## src/rtl/sne_pkg.sv

```systemverilog
// ----------------------------------------------------------------------------
// sne_pkg
// Shared types and constants of the spiking neuron step block: microcode
// word layout, register indexes and register reset values.
// ----------------------------------------------------------------------------
package sne_pkg;

  localparam int ACC_W  = 48;
  localparam int SQ_W   = 41;
  localparam int STEP_W = 5;

  typedef logic [STEP_W-1:0] step_t;

  // microprogram addresses: jump targets and the last step
  localparam step_t SUBSTEP_START = 5'd2;
  localparam step_t FINISH_STEP   = 5'd24;
  localparam step_t LAST_STEP     = 5'd24;

  // 0.04 in Q0.16
  localparam logic [15:0] QUAD_COEF = 16'd2621;

  // configuration register indexes
  localparam int CFG_IDX_W = 3;
  localparam logic [CFG_IDX_W-1:0] REG_RECOVERY_RATE        = 3'd0;
  localparam logic [CFG_IDX_W-1:0] REG_RECOVERY_SENSITIVITY = 3'd1;
  localparam logic [CFG_IDX_W-1:0] REG_RESET_POTENTIAL      = 3'd2;
  localparam logic [CFG_IDX_W-1:0] REG_RECOVERY_JUMP        = 3'd3;
  localparam logic [CFG_IDX_W-1:0] REG_STEP_SIZE            = 3'd4;
  localparam logic [CFG_IDX_W-1:0] REG_SYNAPTIC_DECAY       = 3'd5;
  localparam logic [CFG_IDX_W-1:0] REG_EXTERNAL_CURRENT     = 3'd6;

  // register reset values
  localparam logic [15:0]        RATE_RST  = 16'd1311;
  localparam logic [15:0]        SENS_RST  = 16'd13107;
  localparam logic signed [7:0]  CPOT_RST  = -8'sd65;
  localparam logic [23:0]        JUMP_RST  = 24'd524288;
  localparam logic [15:0]        STEP_RST  = 16'd32768;
  localparam logic [15:0]        DECAY_RST = 16'd58982;
  localparam logic signed [31:0] EXT_RST   = 32'sd0;

  typedef struct packed {
    logic [15:0]        recovery_rate;
    logic [15:0]        recovery_sensitivity;
    logic signed [7:0]  reset_potential;
    logic [23:0]        recovery_jump;
    logic [15:0]        step_size;
    logic [15:0]        synaptic_decay;
    logic signed [31:0] external_current;
  } cfg_t;

  typedef enum logic [2:0] {
    MA_V, MA_T, MA_S, MA_SQHI, MA_SQLO
  } mul_a_t;

  typedef enum logic [2:0] {
    MB_V, MB_STEP, MB_SENS, MB_RATE, MB_DECAY, MB_QUAD
  } mul_b_t;

  typedef enum logic [2:0] {
    AX_ZERO, AX_ACC, AX_V, AX_U, AX_S
  } add_x_t;

  typedef enum logic [3:0] {
    AY_ZERO, AY_SYN, AY_STIM, AY_PROD, AY_PROD16, AY_FIVE_V, AY_C140,
    AY_NEG_U, AY_DRV, AY_RESETV, AY_JUMP
  } add_y_t;

  typedef enum logic [2:0] {
    DST_NONE, DST_V, DST_U, DST_S, DST_T, DST_DRV
  } dst_t;

  typedef enum logic [1:0] {
    JC_NONE, JC_AGAIN, JC_NOSPIKE
  } jcond_t;

  typedef struct packed {
    mul_a_t mul_a;
    mul_b_t mul_b;
    logic   sq_en;
    add_x_t add_x;
    add_y_t add_y;
    dst_t   dst;
    jcond_t jcond;
    step_t  target;
    logic   set_spike;
    logic   finish;
  } ucode_t;

endpackage

```

## src/rtl/sne_channels.sv

```systemverilog
// ----------------------------------------------------------------------------
// sne_channels
// Valid/ready channels of the spiking neuron step block: one tick item in,
// one result item out.
// ----------------------------------------------------------------------------
interface sne_tick_if;
  logic               valid;
  logic               ready;
  logic signed [31:0] synaptic_input;
  logic               stimulus_pulse;
  logic               poisson_pulse;

  modport source (output valid, synaptic_input, stimulus_pulse, poisson_pulse,
                  input ready);
  modport sink (input valid, synaptic_input, stimulus_pulse, poisson_pulse,
                output ready);
endinterface

interface sne_result_if;
  logic               valid;
  logic               ready;
  logic               spike;
  logic signed [31:0] membrane_potential;

  modport source (output valid, spike, membrane_potential, input ready);
  modport sink (input valid, spike, membrane_potential, output ready);
endinterface

```

## src/rtl/sne_ucode_rom.sv

```systemverilog
// ----------------------------------------------------------------------------
// sne_ucode_rom
// Microprogram of one neuron tick: synaptic sum, drive, two Euler substeps
// (second pass by a loop jump), synaptic decay and spike handling.
// ----------------------------------------------------------------------------
module sne_ucode_rom (
  input  sne_pkg::step_t  step,
  output sne_pkg::ucode_t cw
);

  always_comb begin
    cw = '0;
    case (step)
      // s += synaptic input
      5'd0: begin
        cw.add_x = sne_pkg::AX_S; cw.add_y = sne_pkg::AY_SYN; cw.dst = sne_pkg::DST_S;
      end
      // drive = s + max(stimulus term, poisson term)
      5'd1: begin
        cw.add_x = sne_pkg::AX_S; cw.add_y = sne_pkg::AY_STIM; cw.dst = sne_pkg::DST_DRV;
      end
      // substep: v squared
      5'd2: begin
        cw.mul_a = sne_pkg::MA_V; cw.mul_b = sne_pkg::MB_V;
      end
      5'd3: begin
        cw.sq_en = 1'b1;
      end
      // 0.04 * sq split into high and low halves
      5'd4: begin
        cw.mul_a = sne_pkg::MA_SQHI; cw.mul_b = sne_pkg::MB_QUAD;
      end
      5'd5: begin
        cw.mul_a = sne_pkg::MA_SQLO; cw.mul_b = sne_pkg::MB_QUAD;
        cw.add_x = sne_pkg::AX_ZERO; cw.add_y = sne_pkg::AY_PROD;
      end
      5'd6: begin
        cw.add_x = sne_pkg::AX_ACC; cw.add_y = sne_pkg::AY_PROD16;
      end
      5'd7: begin
        cw.add_x = sne_pkg::AX_ACC; cw.add_y = sne_pkg::AY_FIVE_V;
      end
      5'd8: begin
        cw.add_x = sne_pkg::AX_ACC; cw.add_y = sne_pkg::AY_C140;
      end
      5'd9: begin
        cw.add_x = sne_pkg::AX_ACC; cw.add_y = sne_pkg::AY_NEG_U;
      end
      5'd10: begin
        cw.add_x = sne_pkg::AX_ACC; cw.add_y = sne_pkg::AY_DRV; cw.dst = sne_pkg::DST_T;
      end
      // v += h * dv
      5'd11: begin
        cw.mul_a = sne_pkg::MA_T; cw.mul_b = sne_pkg::MB_STEP;
      end
      5'd12: begin
        cw.add_x = sne_pkg::AX_V; cw.add_y = sne_pkg::AY_PROD16; cw.dst = sne_pkg::DST_V;
      end
      // diff = b*v - u
      5'd13: begin
        cw.mul_a = sne_pkg::MA_V; cw.mul_b = sne_pkg::MB_SENS;
      end
      5'd14: begin
        cw.add_x = sne_pkg::AX_ZERO; cw.add_y = sne_pkg::AY_PROD16;
      end
      5'd15: begin
        cw.add_x = sne_pkg::AX_ACC; cw.add_y = sne_pkg::AY_NEG_U; cw.dst = sne_pkg::DST_T;
      end
      // du = a * diff
      5'd16: begin
        cw.mul_a = sne_pkg::MA_T; cw.mul_b = sne_pkg::MB_RATE;
      end
      5'd17: begin
        cw.add_x = sne_pkg::AX_ZERO; cw.add_y = sne_pkg::AY_PROD16; cw.dst = sne_pkg::DST_T;
      end
      // u += h * du, then back for the second substep
      5'd18: begin
        cw.mul_a = sne_pkg::MA_T; cw.mul_b = sne_pkg::MB_STEP;
      end
      5'd19: begin
        cw.add_x = sne_pkg::AX_U; cw.add_y = sne_pkg::AY_PROD16; cw.dst = sne_pkg::DST_U;
        cw.jcond = sne_pkg::JC_AGAIN; cw.target = sne_pkg::SUBSTEP_START;
      end
      // synaptic decay, then spike test
      5'd20: begin
        cw.mul_a = sne_pkg::MA_S; cw.mul_b = sne_pkg::MB_DECAY;
      end
      5'd21: begin
        cw.add_x = sne_pkg::AX_ZERO; cw.add_y = sne_pkg::AY_PROD16; cw.dst = sne_pkg::DST_S;
        cw.jcond = sne_pkg::JC_NOSPIKE; cw.target = sne_pkg::FINISH_STEP;
      end
      5'd22: begin
        cw.add_x = sne_pkg::AX_ZERO; cw.add_y = sne_pkg::AY_RESETV; cw.dst = sne_pkg::DST_V;
        cw.set_spike = 1'b1;
      end
      5'd23: begin
        cw.add_x = sne_pkg::AX_U; cw.add_y = sne_pkg::AY_JUMP; cw.dst = sne_pkg::DST_U;
      end
      5'd24: begin
        cw.finish = 1'b1;
      end
      default: begin
        cw = '0;
      end
    endcase
  end

endmodule

```

## src/rtl/sne_datapath.sv

```systemverilog
// ----------------------------------------------------------------------------
// sne_datapath
// Neuron state and the shared datapath: one registered 32x32 multiplier,
// one saturating adder with an accumulator, driven by the microcode word.
// ----------------------------------------------------------------------------
module sne_datapath #(
  parameter int FRAC_BITS = 16
) (
  input  logic               clk,
  input  logic               rst,
  input  sne_pkg::ucode_t    cw,
  input  sne_pkg::cfg_t      cfg,
  input  logic signed [31:0] syn,
  input  logic               stim,
  input  logic               pois,
  output logic signed [31:0] potential,
  output logic               at_threshold
);

  localparam int ACC_W = sne_pkg::ACC_W;
  localparam int SQ_W  = sne_pkg::SQ_W;
  localparam int UP_SHIFT = (FRAC_BITS >= 16) ? FRAC_BITS - 16 : 0;
  localparam int DN_SHIFT = (FRAC_BITS >= 16) ? 0 : 16 - FRAC_BITS;

  localparam logic signed [ACC_W-1:0] S32_MAX = ACC_W'(64'sd2147483647);
  localparam logic signed [ACC_W-1:0] S32_MIN = ACC_W'(-64'sd2147483648);
  localparam logic signed [ACC_W-1:0] C140    = ACC_W'(64'sd140 <<< FRAC_BITS);
  localparam logic signed [31:0]      POIS_TERM = 32'(64'sd50 <<< FRAC_BITS);
  localparam logic signed [31:0]      THRESH    = 32'(64'sd30 <<< FRAC_BITS);
  localparam logic [SQ_W-1:0]         SQ_CAP    = SQ_W'(1) << (SQ_W - 1);

  function automatic logic signed [31:0] sat32(input logic signed [ACC_W-1:0] x);
    logic signed [31:0] r;
    if (x > S32_MAX) r = 32'sh7FFF_FFFF;
    else if (x < S32_MIN) r = 32'sh8000_0000;
    else r = x[31:0];
    return r;
  endfunction

  function automatic logic signed [ACC_W-1:0] reset_v(input logic signed [7:0] c);
    logic signed [ACC_W-1:0] w;
    w = {{(ACC_W-8){c[7]}}, c};
    return w <<< FRAC_BITS;
  endfunction

  function automatic logic signed [ACC_W-1:0] jump_q(input logic [23:0] d);
    logic [ACC_W-1:0] w;
    w = {{(ACC_W-24){1'b0}}, d};
    return $signed((w << UP_SHIFT) >> DN_SHIFT);
  endfunction

  logic signed [31:0]      v, u, s, t, drv;
  logic signed [ACC_W-1:0] acc;
  logic signed [63:0]      prod;
  logic [SQ_W-1:0]         sq;

  logic signed [31:0]      mul_a, mul_b;
  logic [63:0]             sq_raw;
  logic [SQ_W-1:0]         sq_next;
  logic signed [31:0]      ext_term, pois_term, stim_term;
  logic signed [ACC_W-1:0] prod16, add_x, add_y, sum;
  logic signed [31:0]      sum_sat;

  // multiplier operands
  always_comb begin
    case (cw.mul_a)
      sne_pkg::MA_V:    mul_a = v;
      sne_pkg::MA_T:    mul_a = t;
      sne_pkg::MA_S:    mul_a = s;
      sne_pkg::MA_SQHI: mul_a = $signed({{(32-(SQ_W-16)){1'b0}}, sq[SQ_W-1:16]});
      sne_pkg::MA_SQLO: mul_a = $signed({16'b0, sq[15:0]});
      default:          mul_a = v;
    endcase
    case (cw.mul_b)
      sne_pkg::MB_V:     mul_b = v;
      sne_pkg::MB_STEP:  mul_b = $signed({16'b0, cfg.step_size});
      sne_pkg::MB_SENS:  mul_b = $signed({16'b0, cfg.recovery_sensitivity});
      sne_pkg::MB_RATE:  mul_b = $signed({16'b0, cfg.recovery_rate});
      sne_pkg::MB_DECAY: mul_b = $signed({16'b0, cfg.synaptic_decay});
      sne_pkg::MB_QUAD:  mul_b = $signed({16'b0, sne_pkg::QUAD_COEF});
      default:           mul_b = v;
    endcase
  end

  // v*v is never negative, capped at 2^40
  always_comb begin
    sq_raw  = 64'(prod) >> FRAC_BITS;
    sq_next = (sq_raw > 64'(SQ_CAP)) ? SQ_CAP : sq_raw[SQ_W-1:0];
  end

  always_comb begin
    ext_term  = stim ? cfg.external_current : 32'sd0;
    pois_term = pois ? POIS_TERM : 32'sd0;
    stim_term = (ext_term > pois_term) ? ext_term : pois_term;
    prod16    = ACC_W'(prod >>> 16);
  end

  // adder operands
  always_comb begin
    case (cw.add_x)
      sne_pkg::AX_ZERO: add_x = '0;
      sne_pkg::AX_ACC:  add_x = acc;
      sne_pkg::AX_V:    add_x = ACC_W'(v);
      sne_pkg::AX_U:    add_x = ACC_W'(u);
      sne_pkg::AX_S:    add_x = ACC_W'(s);
      default:          add_x = '0;
    endcase
    case (cw.add_y)
      sne_pkg::AY_ZERO:   add_y = '0;
      sne_pkg::AY_SYN:    add_y = ACC_W'(syn);
      sne_pkg::AY_STIM:   add_y = ACC_W'(stim_term);
      sne_pkg::AY_PROD:   add_y = ACC_W'(prod);
      sne_pkg::AY_PROD16: add_y = prod16;
      sne_pkg::AY_FIVE_V: add_y = (ACC_W'(v) <<< 2) + ACC_W'(v);
      sne_pkg::AY_C140:   add_y = C140;
      sne_pkg::AY_NEG_U:  add_y = -ACC_W'(u);
      sne_pkg::AY_DRV:    add_y = ACC_W'(drv);
      sne_pkg::AY_RESETV: add_y = reset_v(cfg.reset_potential);
      sne_pkg::AY_JUMP:   add_y = jump_q(cfg.recovery_jump);
      default:            add_y = '0;
    endcase
    sum     = add_x + add_y;
    sum_sat = sat32(sum);
  end

  always_ff @(posedge clk) begin
    if (rst) begin
      v <= sat32(reset_v(sne_pkg::CPOT_RST));
      u <= sat32(jump_q(sne_pkg::JUMP_RST));
      s <= 32'sd0;
    end else begin
      case (cw.dst)
        sne_pkg::DST_V: v <= sum_sat;
        sne_pkg::DST_U: u <= sum_sat;
        sne_pkg::DST_S: s <= sum_sat;
        default: ;
      endcase
    end
  end

  always_ff @(posedge clk) begin
    prod <= 64'(mul_a) * 64'(mul_b);
    acc  <= sum;
    if (cw.sq_en) sq <= sq_next;
    if (cw.dst == sne_pkg::DST_T) t <= sum_sat;
    if (cw.dst == sne_pkg::DST_DRV) drv <= sum_sat;
  end

  assign potential    = v;
  assign at_threshold = (v >= THRESH);

endmodule

```

## src/rtl/spiking_neuron_step.sv

```systemverilog
// ----------------------------------------------------------------------------
// spiking_neuron_step
// Fixed-point quadratic spiking neuron, one simulation tick per item.
// ----------------------------------------------------------------------------
// Each tick item runs a 25-word microprogram on one shared 32x32 multiplier
// and one saturating adder; a new tick is taken only once the current one
// has finished. The two Euler substeps are one microcode loop run twice;
// the multiplier and the adder are shared by every step. tick.ready is high
// whenever no tick is in flight; the result sits in an output register, so
// the next tick starts while the previous result still waits, and the
// sequencer holds at its last step only if that register is still full.
// Registers are to be written by the user through cfg_write/cfg_index/cfg_data
// only while idle; the block itself does not enforce it.
module spiking_neuron_step #(
  parameter int FRAC_BITS = 16
) (
  input  logic                           clk,
  input  logic                           rst,
  input  logic                           cfg_write,
  input  logic [sne_pkg::CFG_IDX_W-1:0]  cfg_index,
  input  logic [31:0]                    cfg_data,
  sne_tick_if.sink                       tick,
  sne_result_if.source                   result
);

  sne_pkg::cfg_t   cfg;
  sne_pkg::step_t  step;
  sne_pkg::ucode_t rom_cw, cw;
  logic            busy, pass, spike;
  logic            res_valid, res_spike;
  logic signed [31:0] res_potential;
  logic signed [31:0] syn;
  logic            stim, pois;
  logic signed [31:0] potential;
  logic            at_threshold;
  logic            jump, accept, finish_now;

  sne_ucode_rom u_rom (
    .step (step),
    .cw   (rom_cw)
  );

  // nothing executes between ticks
  assign cw = busy ? rom_cw : '0;

  sne_datapath #(.FRAC_BITS(FRAC_BITS)) u_dp (
    .clk          (clk),
    .rst          (rst),
    .cw           (cw),
    .cfg          (cfg),
    .syn          (syn),
    .stim         (stim),
    .pois         (pois),
    .potential    (potential),
    .at_threshold (at_threshold)
  );

  assign accept     = tick.valid && !busy;
  assign finish_now = busy && rom_cw.finish && (!res_valid || result.ready);
  assign jump = ((rom_cw.jcond == sne_pkg::JC_AGAIN) && !pass) ||
                ((rom_cw.jcond == sne_pkg::JC_NOSPIKE) && !at_threshold);

  assign tick.ready                = !busy;
  assign result.valid              = res_valid;
  assign result.spike              = res_spike;
  assign result.membrane_potential = res_potential;

  always_ff @(posedge clk) begin
    if (rst) begin
      cfg.recovery_rate        <= sne_pkg::RATE_RST;
      cfg.recovery_sensitivity <= sne_pkg::SENS_RST;
      cfg.reset_potential      <= sne_pkg::CPOT_RST;
      cfg.recovery_jump        <= sne_pkg::JUMP_RST;
      cfg.step_size            <= sne_pkg::STEP_RST;
      cfg.synaptic_decay       <= sne_pkg::DECAY_RST;
      cfg.external_current     <= sne_pkg::EXT_RST;
    end else if (cfg_write) begin
      case (cfg_index)
        sne_pkg::REG_RECOVERY_RATE:        cfg.recovery_rate <= cfg_data[15:0];
        sne_pkg::REG_RECOVERY_SENSITIVITY: cfg.recovery_sensitivity <= cfg_data[15:0];
        sne_pkg::REG_RESET_POTENTIAL:      cfg.reset_potential <= $signed(cfg_data[7:0]);
        sne_pkg::REG_RECOVERY_JUMP:        cfg.recovery_jump <= cfg_data[23:0];
        sne_pkg::REG_STEP_SIZE:            cfg.step_size <= cfg_data[15:0];
        sne_pkg::REG_SYNAPTIC_DECAY:       cfg.synaptic_decay <= cfg_data[15:0];
        sne_pkg::REG_EXTERNAL_CURRENT:     cfg.external_current <= $signed(cfg_data);
        default: ;
      endcase
    end
  end

  // step sequencer
  always_ff @(posedge clk) begin
    if (rst) begin
      busy      <= 1'b0;
      step      <= '0;
      pass      <= 1'b0;
      spike     <= 1'b0;
      res_valid <= 1'b0;
    end else begin
      if (finish_now) res_valid <= 1'b1;
      else if (result.ready) res_valid <= 1'b0;
      if (!busy) begin
        if (accept) begin
          busy  <= 1'b1;
          step  <= '0;
          pass  <= 1'b0;
          spike <= 1'b0;
        end
      end else if (rom_cw.finish) begin
        if (finish_now) busy <= 1'b0;
      end else begin
        if (jump) begin
          step <= rom_cw.target;
          if (rom_cw.jcond == sne_pkg::JC_AGAIN) pass <= 1'b1;
        end else begin
          step <= step + sne_pkg::STEP_W'(1);
        end
        if (rom_cw.set_spike) spike <= 1'b1;
      end
    end
  end

  always_ff @(posedge clk) begin
    if (accept) begin
      syn  <= tick.synaptic_input;
      stim <= tick.stimulus_pulse;
      pois <= tick.poisson_pulse;
    end
    if (finish_now) begin
      res_spike     <= spike;
      res_potential <= potential;
    end
  end

  // an accepted tick starts at the top of the program
  a_start: assert property (@(posedge clk) disable iff (rst)
    (tick.valid && tick.ready) |=> (busy && step == '0))
    else $error("tick did not start at step zero");

  a_step_range: assert property (@(posedge clk) disable iff (rst)
    busy |-> (step <= sne_pkg::LAST_STEP))
    else $error("step counter left the microprogram");

  // a spike can only be flagged after both substeps
  a_spike_after_pass: assert property (@(posedge clk) disable iff (rst)
    spike |-> pass)
    else $error("spike flagged before second substep");

  a_result_at_finish: assert property (@(posedge clk) disable iff (rst)
    $rose(result.valid) |-> (!busy && $past(busy)))
    else $error("result appeared outside the finish step");

endmodule

```

## src/flat_wrapper.sv

```systemverilog
// flat-port wrapper written by rule: the top's interface ports become plain ports
module spiking_neuron_step_flat 
#(
  parameter int FRAC_BITS = 16
)
  (clk, rst, cfg_write, cfg_index, cfg_data, tick_valid, tick_synaptic_input, tick_stimulus_pulse, tick_poisson_pulse, tick_ready, result_valid, result_spike, result_membrane_potential, result_ready);
  sne_tick_if tick_i ();
  sne_result_if result_i ();
  input  logic clk;
  input  logic rst;
  input  logic cfg_write;
  input  logic [sne_pkg::CFG_IDX_W-1:0] cfg_index;
  input  logic [31:0] cfg_data;
  input wire logic [$bits(tick_i.valid)-1:0] tick_valid;
  input wire logic [$bits(tick_i.synaptic_input)-1:0] tick_synaptic_input;
  input wire logic [$bits(tick_i.stimulus_pulse)-1:0] tick_stimulus_pulse;
  input wire logic [$bits(tick_i.poisson_pulse)-1:0] tick_poisson_pulse;
  output wire logic [$bits(tick_i.ready)-1:0] tick_ready;
  output wire logic [$bits(result_i.valid)-1:0] result_valid;
  output wire logic [$bits(result_i.spike)-1:0] result_spike;
  output wire logic [$bits(result_i.membrane_potential)-1:0] result_membrane_potential;
  input wire logic [$bits(result_i.ready)-1:0] result_ready;
  assign tick_i.valid = tick_valid;
  assign tick_i.synaptic_input = tick_synaptic_input;
  assign tick_i.stimulus_pulse = tick_stimulus_pulse;
  assign tick_i.poisson_pulse = tick_poisson_pulse;
  assign tick_ready = tick_i.ready;
  assign result_valid = result_i.valid;
  assign result_spike = result_i.spike;
  assign result_membrane_potential = result_i.membrane_potential;
  assign result_i.ready = result_ready;
  spiking_neuron_step #(.FRAC_BITS(FRAC_BITS)) u_core (.clk(clk), .rst(rst), .cfg_write(cfg_write), .cfg_index(cfg_index), .cfg_data(cfg_data), .tick(tick_i), .result(result_i));
endmodule
```

## config.mk

```make
export PLATFORM = sky130hd
export DESIGN_NAME = spiking_neuron_step_flat
export DESIGN_NICKNAME = d
export VERILOG_FILES = /design/src/rtl/sne_pkg.sv /design/src/rtl/sne_channels.sv /design/src/rtl/sne_ucode_rom.sv /design/src/rtl/sne_datapath.sv /design/src/rtl/spiking_neuron_step.sv /design/src/flat_wrapper.sv
export SDC_FILE = /design/constraint.sdc
export NUM_CORES = 2
export LEC_CHECK = 0
export BUFFER_PORTS_ARGS = -buffer_cell sky130_fd_sc_hd__buf_2
export CORE_UTILIZATION = 50
export CTS_CLUSTER_DIAMETER = 40
export DETAILED_ROUTE_END_ITERATION = 8
export PLACE_DENSITY = 0.77
export SLEW_MARGIN = 5
export SYNTH_ARGS = -nofsm -noshare
export SYNTH_HDL_FRONTEND = slang
export SYNTH_SLANG_ARGS = --single-unit
export TNS_END_PERCENT = 50
```

## constraint.sdc

```tcl
create_clock -name clk -period 14.3 [get_ports clk]
set_input_delay 2.86 -clock clk [delete_from_list [all_inputs] [get_ports clk]]
set_output_delay 2.86 -clock clk [all_outputs]
set_load 0.01 [all_outputs]
```

-- Yosys cells after proc, flatten, opt, wreduce, memory -nomap -nowiden
Cells that the tools add are included.
- add/subtract/negate cells: 4
- order comparisons: 5
- multiply operators: 1
- equal/unequal tests: 63
- reductions and logical operators: 32
- muxes and demuxes: 35
- operators with widths (kind ; count):
    $pmux W48 S10 ; 1
    $pmux W48 S4 ; 1
    $pmux W32 S5 ; 1
    $mux W32 ; 4
    $pmux W32 S4 ; 1
    $pmux W7 S13 ; 1
    $mul A32 B32 Y64 ; 1
    $add A48 B48 Y48 ; 1
    $gt A48 B32 Y1 const B ; 1
    $gt A48 B41 Y1 const B ; 1
    $lt A48 B32 Y1 const B ; 1
    $neg A32 Y48 ; 1
    $eq A5 B5 Y1 const B ; 9
    $eq A5 B4 Y1 const B ; 8
    $pmux W6 S6 ; 1
    $add A34 B32 Y35 ; 1
    $ge A32 B22 Y1 const B ; 1
    $gt A32 B23 Y1 ; 1
    $eq A3 B2 Y1 const B ; 10
    $eq A3 B3 Y1 const B ; 9
    $mux W26 ; 1
    $mux W22 ; 1
    $eq A5 B3 Y1 const B ; 4
    $mux W5 ; 4
    other kinds (26) ; 75
- input bits: 74
- register bits after elaboration: 517
- output and inout port bits: 35
- logic and storage cells: 165

-- Depth between registers and ports, before layout
- word-level depth: 10
- gate-level depth with buffers: 46

-- Hierarchy
A second synthesis with hierarchy kept.
- cells, all modules: 6994
- area, all modules: 62399.8 µm²
- by module, submodules not included (module ; area each (µm²) ; instances ; cells an instance ; seq. area each (µm²)):
    sne_datapath ; 54711.2 ; 1 ; 6190 ; 7317.0
    spiking_neuron_step ; 7161.9 ; 1 ; 722 ; 4754.6
    sne_ucode_rom ; 526.8 ; 1 ; 82 ; 0.0

-- Worst setup path before layout
OpenSTA, ideal clock, no wires.
- path type: register to register
- from: reg u_core.step[0]
- to: reg u_core.u_dp.prod[33]
- slack: 4.262 ns
- path buffers: 3
- setup time: 0.122 ns
- arrival: 9.916 ns
- stages on the path, launching flop included: 40
- period minus slack after synthesis: 10.038 ns
- cells stage by stage: dfxtp_1 > inv_1 > ha_1 > clkbuf_1 > nor2_1 > nor3_1 > a31oi_1 > nor2_1 > a21oi_1 > nor2_1 > nor2_1 > nand2_1 > clkbuf_1 > o21a_1 > o32ai_1 > clkbuf_1 > nor2_1 > fa_1 > (+4 left out) > inv_1 > fa_1 > fa_1 > fa_1 > fa_1 > ha_1 > a21o_1 > a21o_1 > a21oi_1 > a21boi_0 > a211oi_1 > o21ai_0 > nand2b_1 > a21o_1 > a22o_1 > or2_2 > a41o_1 > xor2_1
- word-level cells in the longest chain between the ends: 7
- elaborated cells between the ends (all ways): 22
- ends and longest elaborated chain (what ; RTL line ; RTL):
    from (decl) ; spiking_neuron_step.sv:27 ; sne_pkg::step_t step;
    from (signal assigned) ; spiking_neuron_step.sv:113 ; step <= rom_cw.target;
    from (signal assigned) ; spiking_neuron_step.sv:116 ; step <= step + sne_pkg::STEP_W'(1);
    $eq A5 B5 Y1 / $eq A5 B4 Y1 (equally long branches) ; sne_ucode_rom.sv:13 ; case (step)
    $reduce_or A2 Y1 (no line) ; -- ;
    $pmux W6 S6 (*) ; sne_ucode_rom.sv:13 ;
    $mux W26 (*) ; spiking_neuron_step.sv:44 ; assign cw = busy ? rom_cw : '0;
    $eq A3 B3 Y1 (tied with other cells) ; sne_datapath.sv:74 ; case (cw.mul_b)
    $pmux W32 S5 / $pmux W32 S4 (equally long branches) ; sne_datapath.sv:74, sne_datapath.sv:66 ;
    $mul A32 B32 Y64 (*) ; sne_datapath.sv:142 ; prod <= 64'(mul_a) * 64'(mul_b);
    to (signal assigned) ; sne_datapath.sv:142 ;
    to (decl) ; sne_datapath.sv:54 ; logic signed [63:0] prod;
Every way passes the cells marked *; elsewhere a longest branch is shown, timed or not.
A chain may end at the register's enable or synchronous reset.

-- Final worst setup path
- from: reg u_core.step[4]
- to: reg u_core.u_dp.prod[63]
Same word-level chain as after synthesis.

==> flow_metrics.env <==
export IMPL_post_route_min_period_ns=12.44
export IMPL_hold_slack_ns=0.456
export IMPL_synth_seq_area_share_pct=19.7
export IMPL_clockBufferDepth=3
export IMPL_ys_flop_type="dfxtp_1"
export IMPL_worstPathRequired_ns=14.84
export IMPL_synth_edf_count=172
export IMPL_grt_pass1_wl_um=323000
export IMPL_drv_slew=0
export IMPL_holdCritPathClass="reg2reg"
export IMPL_stdcell_count=8415
export IMPL_antenna_left=0
export IMPL_gp_congestion=1.05
export IMPL_drt_iter0_markers=6194
export IMPL_dp_cells=8284
export IMPL_slew_headroom_pct=1.72
export IMPL_grt_max_degree=87
export IMPL_crit_path_frequent_cell="fa_1"
export IMPL_placed_area_um2=63900
export IMPL_track_usage_pct=35.3
export IMPL_cts_tree="built"
export IMPL_die_area_um2=124000
export IMPL_synth_seq_cells=517
export IMPL_critical_path_class="reg2reg"
export IMPL_io_buffers=108
export IMPL_async_reset_ff_share_pct=0
export IMPL_coreArea_um2=121000
export IMPL_numCtsBuffers=66
export IMPL_wire_per_inst_um=25.5
export IMPL_clock_root_buffer="clkbuf_16"
export IMPL_synthesis_nets=8201
export IMPL_clkSinkCount=517
export IMPL_die_x_um=352
export IMPL_critPathSlowestCell="o41ai_1"
export IMPL_post_cts_buffers=0
export IMPL_cts_resized=0
export IMPL_wirelength_um=214000
export IMPL_clkTransAtPathRegs_ns=0.06
export IMPL_violations="DRC"
export IMPL_area_growth_pct=8.22
export IMPL_worstSkewPairLatency_ns=0.65
export IMPL_grt_pass1_vias=52966
export IMPL_dr_pass1_iters=9
export IMPL_worstPathMaxFanout=21
export IMPL_finalSetupTns_ns=0
export IMPL_fp_row_count=127
export IMPL_grt_ovfl_total=0
export IMPL_dp_hpwl_um=164000
export IMPL_crit_buf_inv=9
export IMPL_nets=8170
export IMPL_synth_area_leader_cell="fa_1"
export IMPL_cp_top_family="adder cells"
export IMPL_hold_viol=0
export IMPL_hold_buffers=0
export IMPL_worst_slew_pin_slew_ns=1.46
export IMPL_netlist_cell_type_count=88
export IMPL_max_stage_delay_ns=1.15
export IMPL_rsz0062_at_grt="false"
export IMPL_syn_area_um2=61200
export IMPL_num_io_pins=109
export IMPL_yosysWarnings=0
export IMPL_fin_skew_ns=0.0310
export IMPL_drive_gt1_share_pct=7.34
export IMPL_design_area_um2=66200
export IMPL_htree_levels=3
export IMPL_finalSetupViolCount=0
export IMPL_fmax_mhz=80.4
export IMPL_synthCells=6771
export IMPL_vias_per_cell=6.14
export IMPL_cp_start_kind="flop"
export IMPL_drv_cap=0
export IMPL_start_util_pct=50.7
export IMPL_arrival_ns=12.98
export IMPL_syn_avg_cell_area_um2=9.04
export IMPL_fillerInstances=10633
export IMPL_fp_dieH_um=352
export IMPL_status="finished, violations left"
export IMPL_post_route_drc_count=1
export IMPL_yosysTopAreaCellShare_pct=35.5
export IMPL_antenna_found_initial=10
export IMPL_min_period_over_period_pct=87.0
export IMPL_vias=51699
export IMPL_ys_top_cells_by_area="fa_1, dfxtp_1, edfxtp_1"
export IMPL_critPathCaptureType="flop"
-- final cells by class --
cell class                 count  area [um^2]  share of cell area [%]
antenna                        9         22.5                  0.0340
tap                         1612         2020                    3.05
sequential                   517        12100                    18.2
inverter                    1139         4280                    6.46
multi-input combinational   4764        43900                    66.3
clock inverter                35          413                   0.623
clock buffer                  87         1850                    2.79
timing repair buffer         252         1640                    2.47
-- Yosys cell counts, types with 15 or more instances --
library cell  count
a211oi_1         18
a21o_1          100
a21oi_1         332
a21oi_2          40
a221o_1          32
a221oi_1         41
a222oi_1         27
a22o_1           39
a22oi_1          88
a31oi_1          16
and2_1           89
and3_1           40
clkbuf_1        325
dfxtp_1         345
edfxtp_1        172
fa_1           1084
ha_1            272
inv_1          1133
mux2i_1          25
nand2_1         916
nand2b_1         71
nand3_1          81
nand4_1          30
nor2_1          682
nor2b_1          24
nor3_1           49
nor4_1           40
o211ai_1         18
o21a_1           30
o21ai_0         192
o21bai_1         25
o32a_1           21
o32ai_1          20
or2_2            20
or3_1            15
xnor2_1         102
xor2_1           56
-- path summary, 6_finish.rpt --
check / start / endpoint / slack [ns] / cells past startpoint
min: u_core.cfg[121] / u_core.cfg[121] / 0.46 / 2
max reg2reg: u_core.step[4] / u_core.u_dp.prod[63] / 1.86 / 35
max: u_core.step[4] / u_core.u_dp.prod[63] / 1.86 / 35
min reg2reg: u_core.cfg[121] / u_core.cfg[121] / 0.46 / 2
-- worst register-to-register path, delay by kind of cell, from the launching register on --
kind            cells  cell delay [ns]
xor+xnor            1             0.12
fa+ha+maj           9             4.47
buf+inv             9             1.74
simple gates        9             2.83
flops               1             0.74
compound gates      7             2.44
-- cell usage in the layout, fill, tap and decap left out, drive strengths merged, types with 10 or more instances in the layout --
cell type,n
nand2,916
nand2b,71
nor3,49
o211ai,18
a31oi,16
a21oi,372
nor4,42
a22o,39
o31ai,10
clkbuf,87
xor2,57
xnor2,102
o21a,30
o2111ai,10
nor2b,24
inv,1153
edfxtp,172
clkinv,14
ha,272
fa,1084
nor2,682
a22oi,88
a221o,32
a222oi,27
buf,252
and3,40
a211oi,19
mux2i,25
or2,20
a21o,100
dfxtp,345
o32a,21
o32ai,20
o21ai,194
and2,94
nand4,31
o21bai,25
or3,16
nand3,81
a221oi,41
-- routing by layer --
| metal | wire, um | global-route usage, % | vias up | share of wire (%) |
|---|---|---|---|---|
| met1 | 76200 | 44.0 | 25836 | 36 |
| met3 | 29600 | 12.2 | 862 | 14 |
| met5 | 52 | 0 | - | 0.024 |
| li1 | - | - | 21566 | - |
| met2 | 92400 | 52.6 | 3427 | 43 |
| met4 | 16100 | 22.0 | 8 | 7.5 |
-- state kept, by name (all words and copies together), names as in the netlist --
name,flops
u_core.cfg,128
u_core.u_dp.prod,64
u_core.u_dp.acc,48
u_core.u_dp.sq,41
u_core.result.membrane_potential,32
u_core.syn,32
u_core.u_dp.drv,32
u_core.u_dp.potential,32
u_core.u_dp.s,32
u_core.u_dp.t,32
u_core.u_dp.u,32
u_core.step,5
u_core.busy,1
u_core.pass,1
u_core.pois,1
u_core.result.spike,1
u_core.result.valid,1
u_core.spike,1
u_core.stim,1
-- logic make-up (layout without fill, tap and decap cells) --
| group | after synthesis | count (layout) | synth area share (%) |
|---|---|---|---|
| and+or+nand+nor | 2096 | 2096 | 14.8 |
| AOI/OAI and AO/OA | 1127 | 1127 | 12.4 |
| buffers and inverters | 1490 | 1513 | 9.27 |
| DFF | 517 | 517 | 19.7 |
| adders and majority gates | 1356 | 1356 | 41.0 |
| xor gates and xnor gates | 159 | 159 | 2.29 |
| muxes | 26 | 26 | 0.427 |
| other | 0 | 9 | 0 |
-- metrics by stage --
stage / setup WS, ns / util, %
2_1_floorplan: 4.26 / -
3_3_place_gp: 2.53 / 53.0
3_5_place_dp: 2.21 / 53.0
4_1_cts: 2.18 / 54.9
5_1_grt: 1.23 / 54.9
6_report: 1.86 / 54.9
Power is left out: the tool's default activity adds up to more than one toggle a clock period on the data nets, which glitch-free logic cannot reach.
